$ cat src/rtl/kcf_pkg.sv
package kcf_pkg;

    localparam int MAX_FRAMES_DEF   = 1024;
    localparam int MAX_CHANNELS_DEF = 32;
    localparam int RES_CAP          = 32;

    localparam int FRAME_W   = 10;
    localparam int CHAN_W    = 5;
    localparam int TIME_W    = 32;
    localparam int COMP_W    = 8;
    localparam int RGBA_W    = 32;
    localparam int FCNT_W    = 11;
    localparam int CCNT_W    = 6;
    localparam int CFG_W     = 11;
    localparam int IN_DATA_W  = 112;
    localparam int OUT_DATA_W = 48;
    localparam int ACC_W     = 40;
    localparam int REM_W     = 41;

    localparam logic [1:0] MODE_HEADER = 2'd0;
    localparam logic [1:0] MODE_COLOR  = 2'd1;
    localparam logic [1:0] MODE_QUERY  = 2'd2;
    localparam logic [1:0] MODE_UNUSED = 2'd3;

    localparam logic [1:0] KIND_ACK   = 2'd0;
    localparam logic [1:0] KIND_COLOR = 2'd1;
    localparam logic [1:0] KIND_NONE  = 2'd2;

    localparam logic REG_FRAME_COUNT   = 1'b0;
    localparam logic REG_CHANNEL_COUNT = 1'b1;

endpackage

$ cat src/rtl/kcf_blend.sv
module kcf_blend
(
    input  logic                       clk,
    input  logic                       rst_n,
    input  logic                       start,
    input  logic [kcf_pkg::RGBA_W-1:0] c0,
    input  logic [kcf_pkg::RGBA_W-1:0] c1,
    input  logic [kcf_pkg::TIME_W-1:0] e,
    input  logic [kcf_pkg::TIME_W-1:0] d,
    output logic                       done,
    output logic [kcf_pkg::RGBA_W-1:0] rgba
);
    import kcf_pkg::*;

    localparam logic [2:0] PH_IDLE = 3'd0;
    localparam logic [2:0] PH_MUL0 = 3'd1;
    localparam logic [2:0] PH_MUL1 = 3'd2;
    localparam logic [2:0] PH_PREP = 3'd3;
    localparam logic [2:0] PH_DIV  = 3'd4;

    logic [2:0]        ph_reg;
    logic [1:0]        comp_reg;
    logic [2:0]        step_reg;
    logic [RGBA_W-1:0] c0_reg;
    logic [RGBA_W-1:0] c1_reg;
    logic [TIME_W-1:0] e_reg;
    logic [TIME_W-1:0] d_reg;
    logic [ACC_W-1:0]  acc_reg;
    logic [REM_W-1:0]  rem_reg;
    logic [ACC_W-1:0]  div_reg;
    logic [COMP_W-1:0] q_reg;
    logic [RGBA_W-1:0] rgba_reg;
    logic              done_reg;

    logic [4:0]        sh;
    logic [COMP_W-1:0] a;
    logic [COMP_W-1:0] b;
    logic              ge;
    logic [COMP_W-1:0] q_new;

    // red first: component k sits at bit 8*(3-k)
    assign sh    = {~comp_reg, 3'b000};
    assign a     = c0_reg[sh +: COMP_W];
    assign b     = c1_reg[sh +: COMP_W];
    assign ge    = rem_reg >= REM_W'(div_reg);
    assign q_new = {q_reg[COMP_W-2:0], ge};

    always_ff @(posedge clk or negedge rst_n)
    begin
        if (!rst_n)
        begin
            ph_reg   <= PH_IDLE;
            comp_reg <= '0;
            step_reg <= '0;
            c0_reg   <= '0;
            c1_reg   <= '0;
            e_reg    <= '0;
            d_reg    <= '0;
            acc_reg  <= '0;
            rem_reg  <= '0;
            div_reg  <= '0;
            q_reg    <= '0;
            rgba_reg <= '0;
            done_reg <= 1'b0;
        end
        else
        begin
            done_reg <= 1'b0;
            case (ph_reg)
                PH_IDLE:
                begin
                    if (start)
                    begin
                        c0_reg   <= c0;
                        c1_reg   <= c1;
                        e_reg    <= e;
                        d_reg    <= d;
                        comp_reg <= '0;
                        ph_reg   <= PH_MUL0;
                    end
                end
                PH_MUL0:
                begin
                    acc_reg <= ACC_W'(a) * ACC_W'(d_reg - e_reg);
                    ph_reg  <= PH_MUL1;
                end
                PH_MUL1:
                begin
                    acc_reg <= acc_reg + ACC_W'(b) * ACC_W'(e_reg);
                    ph_reg  <= PH_PREP;
                end
                PH_PREP:
                begin
                    rem_reg  <= {acc_reg, 1'b0} + REM_W'(d_reg);
                    div_reg  <= {d_reg, 8'b0};
                    q_reg    <= '0;
                    step_reg <= 3'd7;
                    ph_reg   <= PH_DIV;
                end
                PH_DIV:
                begin
                    if (ge)
                    begin
                        rem_reg <= rem_reg - REM_W'(div_reg);
                    end
                    q_reg    <= q_new;
                    div_reg  <= div_reg >> 1;
                    step_reg <= step_reg - 3'd1;
                    if (step_reg == 3'd0)
                    begin
                        rgba_reg <= {rgba_reg[RGBA_W-COMP_W-1:0], q_new};
                        if (comp_reg == 2'd3)
                        begin
                            done_reg <= 1'b1;
                            ph_reg   <= PH_IDLE;
                        end
                        else
                        begin
                            comp_reg <= comp_reg + 2'd1;
                            ph_reg   <= PH_MUL0;
                        end
                    end
                end
                default:
                begin
                    ph_reg <= PH_IDLE;
                end
            endcase
        end
    end

    assign done = done_reg;
    assign rgba = rgba_reg;

endmodule

$ cat config.mk
export PLATFORM = sky130hd
export DESIGN_NAME = kcf_blend
export DESIGN_NICKNAME = d
export VERILOG_FILES = /design/src/rtl/kcf_pkg.sv /design/src/rtl/kcf_blend.sv
export SDC_FILE = /design/constraint.sdc
export NUM_CORES = 2
export LEC_CHECK = 0
export ABC_AREA = 1
export ABC_CLOCK_PERIOD_IN_PS = 7400
export BUFFER_PORTS_ARGS = -buffer_cell sky130_fd_sc_hd__buf_4
export CORE_MARGIN = 2
export CORE_UTILIZATION = 50
export CTS_CLUSTER_SIZE = 20
export DETAILED_ROUTE_END_ITERATION = 8
export GPL_TIMING_DRIVEN = 0
export PLACE_DENSITY = 0.67
export SETUP_SLACK_MARGIN = 0.2
export SLEW_MARGIN = 20
export SYNTH_ARGS = -nofsm -noshare
export SYNTH_HDL_FRONTEND = slang
export SYNTH_SLANG_ARGS = --single-unit
$ cat constraint.sdc
create_clock -name clk -period 7.4 [get_ports clk]
set_clock_uncertainty 0.2 [all_clocks]
set_input_delay 1.48 -clock clk [delete_from_list [all_inputs] [get_ports clk]]
set_output_delay 1.48 -clock clk [all_outputs]
set_load 0.02 [all_outputs]
Word level (Yosys, flattened, before mapping)
Index checks and enable logic that the tools add are counted. W data, S select, Z words.

Input port bits: 131. Word-level logic and storage cells: 61. Register bits: 297. Output and inout bits: 33.

Multipliers: 2. Multiplexer cells: 17. Shift operators: 2. Bitwise gates (word level): 1. $lt $le $gt $ge: 1. $add $sub $neg: 6. Reduce and logical (&&, ||, !) cells: 10. Eq/ne operators: 9.

Operators by type and width (number): $pmux W40 S2 (2); $pmux W41 S2 (1); $shiftx A32 B6 Y8 (2); $add A41 B32 Y41 (1); $ge A41 B40 Y1 (1); $mux W41 (1); $sub A41 B40 Y41 (1); $add A40 B40 Y40 (1); $mul A8 B32 Y40 (1); $mul A9 B33 Y40 (1); $sub A32 B32 Y33 (1); $pmux W3 S5 (1); $pmux W7 S2 (1); $ne A2 B2 Y1 const B (4); $reduce_and A2 Y1 (4); $eq A3 B2 Y1 const B (2); $logic_not A3 Y1 (2); $mux W2 (3); $mux W3 (2); $pmux W3 S2 (1); $reduce_bool A2 Y1 (3); $mux W1 (4); $pmux W2 S2 (1); $reduce_and A4 Y1 (1); other kinds (6) (6).

Depth between registers and ports, before layout
Depth in word-level cells: 5. Mapped depth: 36. Mapped depth without buffers: 36.

Worst setup path after synthesis
Ideal clock, no wire load.

Path kind: register to register. Start: register e_reg[0]. End: register acc_reg[25]. Slack: 1.397 ns. Period minus slack after synthesis: 6.003 ns. Required time: 7.069 ns. Arrival: 5.672 ns. Buffers on the path: 0. Stages on the path, launching flop included: 32. Setup time: 0.131 ns. Cells stage by stage: dfrtp_1 > ha_1 > fa_1 > inv_1 > nand2_1 > nand2_1 > nand3_1 > nand2_1 > nand2_1 > nand2_1 > a21oi_1 > o21ai_2 > xor2_1 > nand2_1 > fa_1 > inv_1 > fa_1 > fa_1 > inv_1 > fa_1 > inv_1 > ha_1 > nand2_1 > nor2_1 > inv_1 > nor2_1 > inv_1 > or2_2 > nand4_1 > nand3_1 > nand3_1 > o21ai_0.

Word-level cells in the longest chain between the ends: 3. Elaborated cells between the ends (all ways): 5. Those cells by class: add/sub (2); mul (2); mux (1).

Ends and longest elaborated chain: start, declared (RTL line kcf_blend.sv:26) `logic [TIME_W-1:0] e_reg;`; start signal, assigned (RTL line kcf_blend.sv:57) `e_reg <= '0;`; start signal, assigned (RTL line kcf_blend.sv:76) `e_reg <= e;`; $mul A8 B32 Y40 or $sub A32 B32 Y33 (tied branches) (RTL line kcf_blend.sv:89, kcf_blend.sv:84); $add A40 B40 Y40 or $mul A9 B33 Y40 (tied branches) (RTL line kcf_blend.sv:89, kcf_blend.sv:84); $pmux W40 S2 * (RTL line kcf_blend.sv:69) `case (ph_reg)`; end signal, assigned (RTL line kcf_blend.sv:84) `acc_reg <= ACC_W'(a) * ACC_W'(d_reg - e_reg);`; end signal, assigned (RTL line kcf_blend.sv:89) `acc_reg <= acc_reg + ACC_W'(b) * ACC_W'(e_reg);`; end, declared (RTL line kcf_blend.sv:28) `logic [ACC_W-1:0] acc_reg;`.

Every way passes the cells marked *; elsewhere a longest branch is shown, timed or not. A chain may end at the register's enable or synchronous reset.

Final worst setup path
Start: register e_reg[13]. End: register acc_reg[34].

Same word-level chain as after synthesis.

==> impl_metrics.py <==
metrics = {
    "outcome": {
        "outcome": "finished clean",
    },
    "timing": {
        "slew_headroom": 0.1654,
        "whs_ps": 280.3,
        "finalSetupViolCount": 0,
        "post-route-period-util": 0.9551,
        "rsz0062_at_grt": "yes",
        "max_freq_mhz": 141.5,
        "slew_violations": 0,
        "period_needed_ps": 7068,
        "worst_pin_slew_ps": 1252,
        "hold_viol_final": 0,
    },
    "detailed_routing": {
        "drc": 0,
        "drt_pre_antenna_iters": 6,
        "drt-initial-drc-count": 3745,
        "ant_nets": 0,
        "maxUsedRoutingLayer": "met4",
        "met3_length_mm": 13.74,
        "vias": 37250,
        "viasPerCell": 5.672,
        "drt-met1-wl_mm": 57.01,
        "wl_mm": 145.6,
        "wl_met2_mm": 64.60,
        "wl_per_cell_um": 22.17,
    },
    "worst_hold_path": {
        "hold_class": "register to register",
        "hold_end": "rgba[24]$_DFFE_PN0P_",
        "worstHoldStart": "rgba[24]$_DFFE_PN0P_",
        "hold_path_depth": 2,
    },
    "clock_network": {
        "cts_buffer_depth": 3,
        "clkLatencyLatePin_ps": 580,
        "path_clk_slew_ps": 60,
        "cts_tree": "done",
        "cts_inserted_buffers": 35,
        "cts.sinks": 297,
        "cts.hold.buffers_added": 0,
        "cts-root-buf": "clkbuf_16",
        "cts-htree-levels": 2,
    },
    "logic_synthesis": {
        "yosysWarnings": 0,
        "synthSimpleGateAreaFrac": 0.2620,
        "synth_nets": 6090,
        "synth-compound-area-share": 0.09506,
        "synth_edf_count": 0,
        "yosys.area_share.adder": 0.3010,
        "synth-seq-cells": 297,
        "syn_inst": 5295,
        "synth_top_family_by_area": "adder cells",
        "syn_avg_cell_area_um2": 7.191,
        "synth_xor_area_frac": 0.01196,
        "yosys.cell_types.count": 49,
        "muxShareOfSynthArea": 0.02721,
        "synth.cell_area_mm2": 0.03808,
        "yosysSeqAreaShare": 0.1952,
        "synth_top_flop_cell": "dfrtp_1",
        "postSynth.asyncResetShare": 1.000,
    },
    "finish": {
        "instances_no_fill": 6567,
        "final_layout_size_suffix_gt1_frac": 0.1200,
        "multi_input_area_mm2": 0.02734,
        "fill_cells": 7373,
        "ff_latch_area_mm2": 0.007470,
        "largest_register_ffs": 41,
        "syn_to_final_growth_pct": 13.46,
        "layout.nets": 6356,
    },
    "placement": {
        "io_buffers": 163,
        "hpwl_mm": 120.7,
        "numPlacedInstances": 6439,
        "place.gp.congestion": 1.033,
    },
    "setup_path": {
        "rrSetupSlack_ps": 330,
        "critPathRequiredTime_ps": 7640,
        "path_buf_inv": 5,
        "r2r_end": "acc_reg[34]$_DFFE_PN0P_",
        "end_kind": "register",
        "crit_type": "register to register",
        "cpMostUsedCell": "nand2_1",
        "startpoint_type": "register",
        "crit_fanout": 5,
        "reg2reg_from": "e_reg[13]$_DFFE_PN0P_",
        "cp_data_arrival_time_ps": 7300,
        "reg2reg_depth": 30,
        "cp_slowest_stage_delay_ps": 560,
        "critPathTopFamily": "adder cells",
        "slowest_stage": "fa_1",
    },
    "floorplanning": {
        "core_area_mm2": 0.07570,
        "start_util": 0.5030,
        "die_x_um": 280.0,
        "pin_count": 164,
        "die_h_um": 280.0,
        "std_cell_rows": 101,
        "die_area_mm2": 0.07838,
    },
    "global_route": {
        "grt_pass1_wl_mm": 218.6,
        "grt_pass1_vias": 36750,
        "grt_antenna_before_repair": 4,
        "grt_use_total": 0.3725,
        "grt-ovfl-total": 0,
        "grt_max_degree": 93,
    },
    "job": {
        "max-cap-violations": 0,
    },
}
## kinds of logic after synthesis
group,Yosys count
mux,92
buf+inv,1081
xor+xnor,52
flops,297
compound gates,670
simple gates,2439
fa+ha+maj,664
## metal layers
| metal | vias up | global-route usage |
|---|---|---|
| li1 | 17070 | - |
| met3 | 381 | 0.07323 |
| met4 | 0 | 0.2239 |
| met1 | 17970 | 0.4801 |
| met2 | 1826 | 0.5816 |
| met5 | - | 0 |
## worst max-delay path by stage
stage	start	end	slack, ps	cells past startpoint
floorplan	e_reg[0]$_DFFE_PN0P_	acc_reg[25]$_DFFE_PN0P_	1400	31
global placement	e_reg[13]$_DFFE_PN0P_	acc_reg[38]$_DFFE_PN0P_	-340	31
detailed placement	comp_reg[0]$_DFFE_PN0P_	acc_reg[38]$_DFFE_PN0P_	-360	27
CTS	e_reg[11]$_DFFE_PN0P_	acc_reg[38]$_DFFE_PN0P_	130	31
global route	d_reg[0]$_DFFE_PN0P_	acc_reg[39]$_DFFE_PN0P_	150	35
finish	e_reg[13]$_DFFE_PN0P_	acc_reg[34]$_DFFE_PN0P_	330	30
## tightest hold or removal path, delay by kind of cell (launching register included)
| kind | cells | cell delay (ps) |
|---|---|---|
| DFF | 1 | 340 |
| and+or+nand+nor | 2 | 110 |
## area by class of cell
cell class,instances,share of cell area
timing repair buffer,229,0.04165
clock buffer,49,0.02288
multi-input combinational,3917,0.6329
sequential,297,0.1729
tap,978,0.02832
buffer,129,0.01344
inverter,952,0.08462
antenna,4,0.0002317
clock inverter,12,0.003070
## layout by cell type (no fill, tap or decap), types with 92 or more instances in the layout
cell type  count
ha_1         212
nand2_1     1318
nand3_1      271
nor2_1       611
a21oi_1      310
inv_1        919
o21ai_0      199
mux2_2        92
dfrtp_1      267
fa_1         419
buf_4        225
## synth_stat cells, drive strengths merged, types with 3 or more instances
| cell type | count | area (um2) |
|---|---|---|
| a21o | 18 | 135.1 |
| a21oi | 328 | 1642 |
| a31oi | 12 | 75.07 |
| a32oi | 3 | 33.79 |
| and2 | 5 | 31.28 |
| buf | 32 | 157.7 |
| clkbuf | 97 | 364.1 |
| clkinv | 3 | 11.26 |
| dfrtp | 297 | 7432 |
| fa | 420 | 8408 |
| ha | 244 | 3053 |
| inv | 949 | 3562 |
| mux2 | 92 | 1036 |
| nand2 | 1341 | 5054 |
| nand3 | 287 | 1436 |
| nand3b | 25 | 187.7 |
| nand4 | 65 | 412.9 |
| nor2 | 633 | 2379 |
| nor3 | 37 | 185.2 |
| nor3b | 3 | 22.52 |
| nor4 | 5 | 31.28 |
| o211ai | 4 | 30.03 |
| o21a | 9 | 67.56 |
| o21ai | 216 | 1089 |
| o21bai | 22 | 165.2 |
| o22ai | 47 | 294.0 |
| or2 | 36 | 225.2 |
| xnor2 | 21 | 183.9 |
| xor2 | 31 | 271.5 |
## metrics by stage
| stage | setup TNS [ps] | setup slack [ps] | util | area, um2 |
|---|---|---|---|---|
| after global placement | -2532 | -341.7 | 0.5353 | 40520 |
| after global routing | 0 | 147.5 | 0.5707 | 43200 |
| final | 0 | 331.9 | 0.5707 | 43200 |
| after detailed placement | -2705 | -361.2 | 0.5365 | 40610 |
| after CTS | 0 | 130.5 | 0.5563 | 42110 |
| after floorplan | 0 | 1397 | - | 38080 |
## repair_timing
item / in CTS / in global routing
pin swaps: 3 / 17
setup endpoints to repair: 23 / 26
gates resized for setup: 76 / 218
setup buffers: 15 / 48
Power is left out: the tool's default activity adds up to more than one toggle a clock period on the data nets, which glitch-free logic cannot reach.
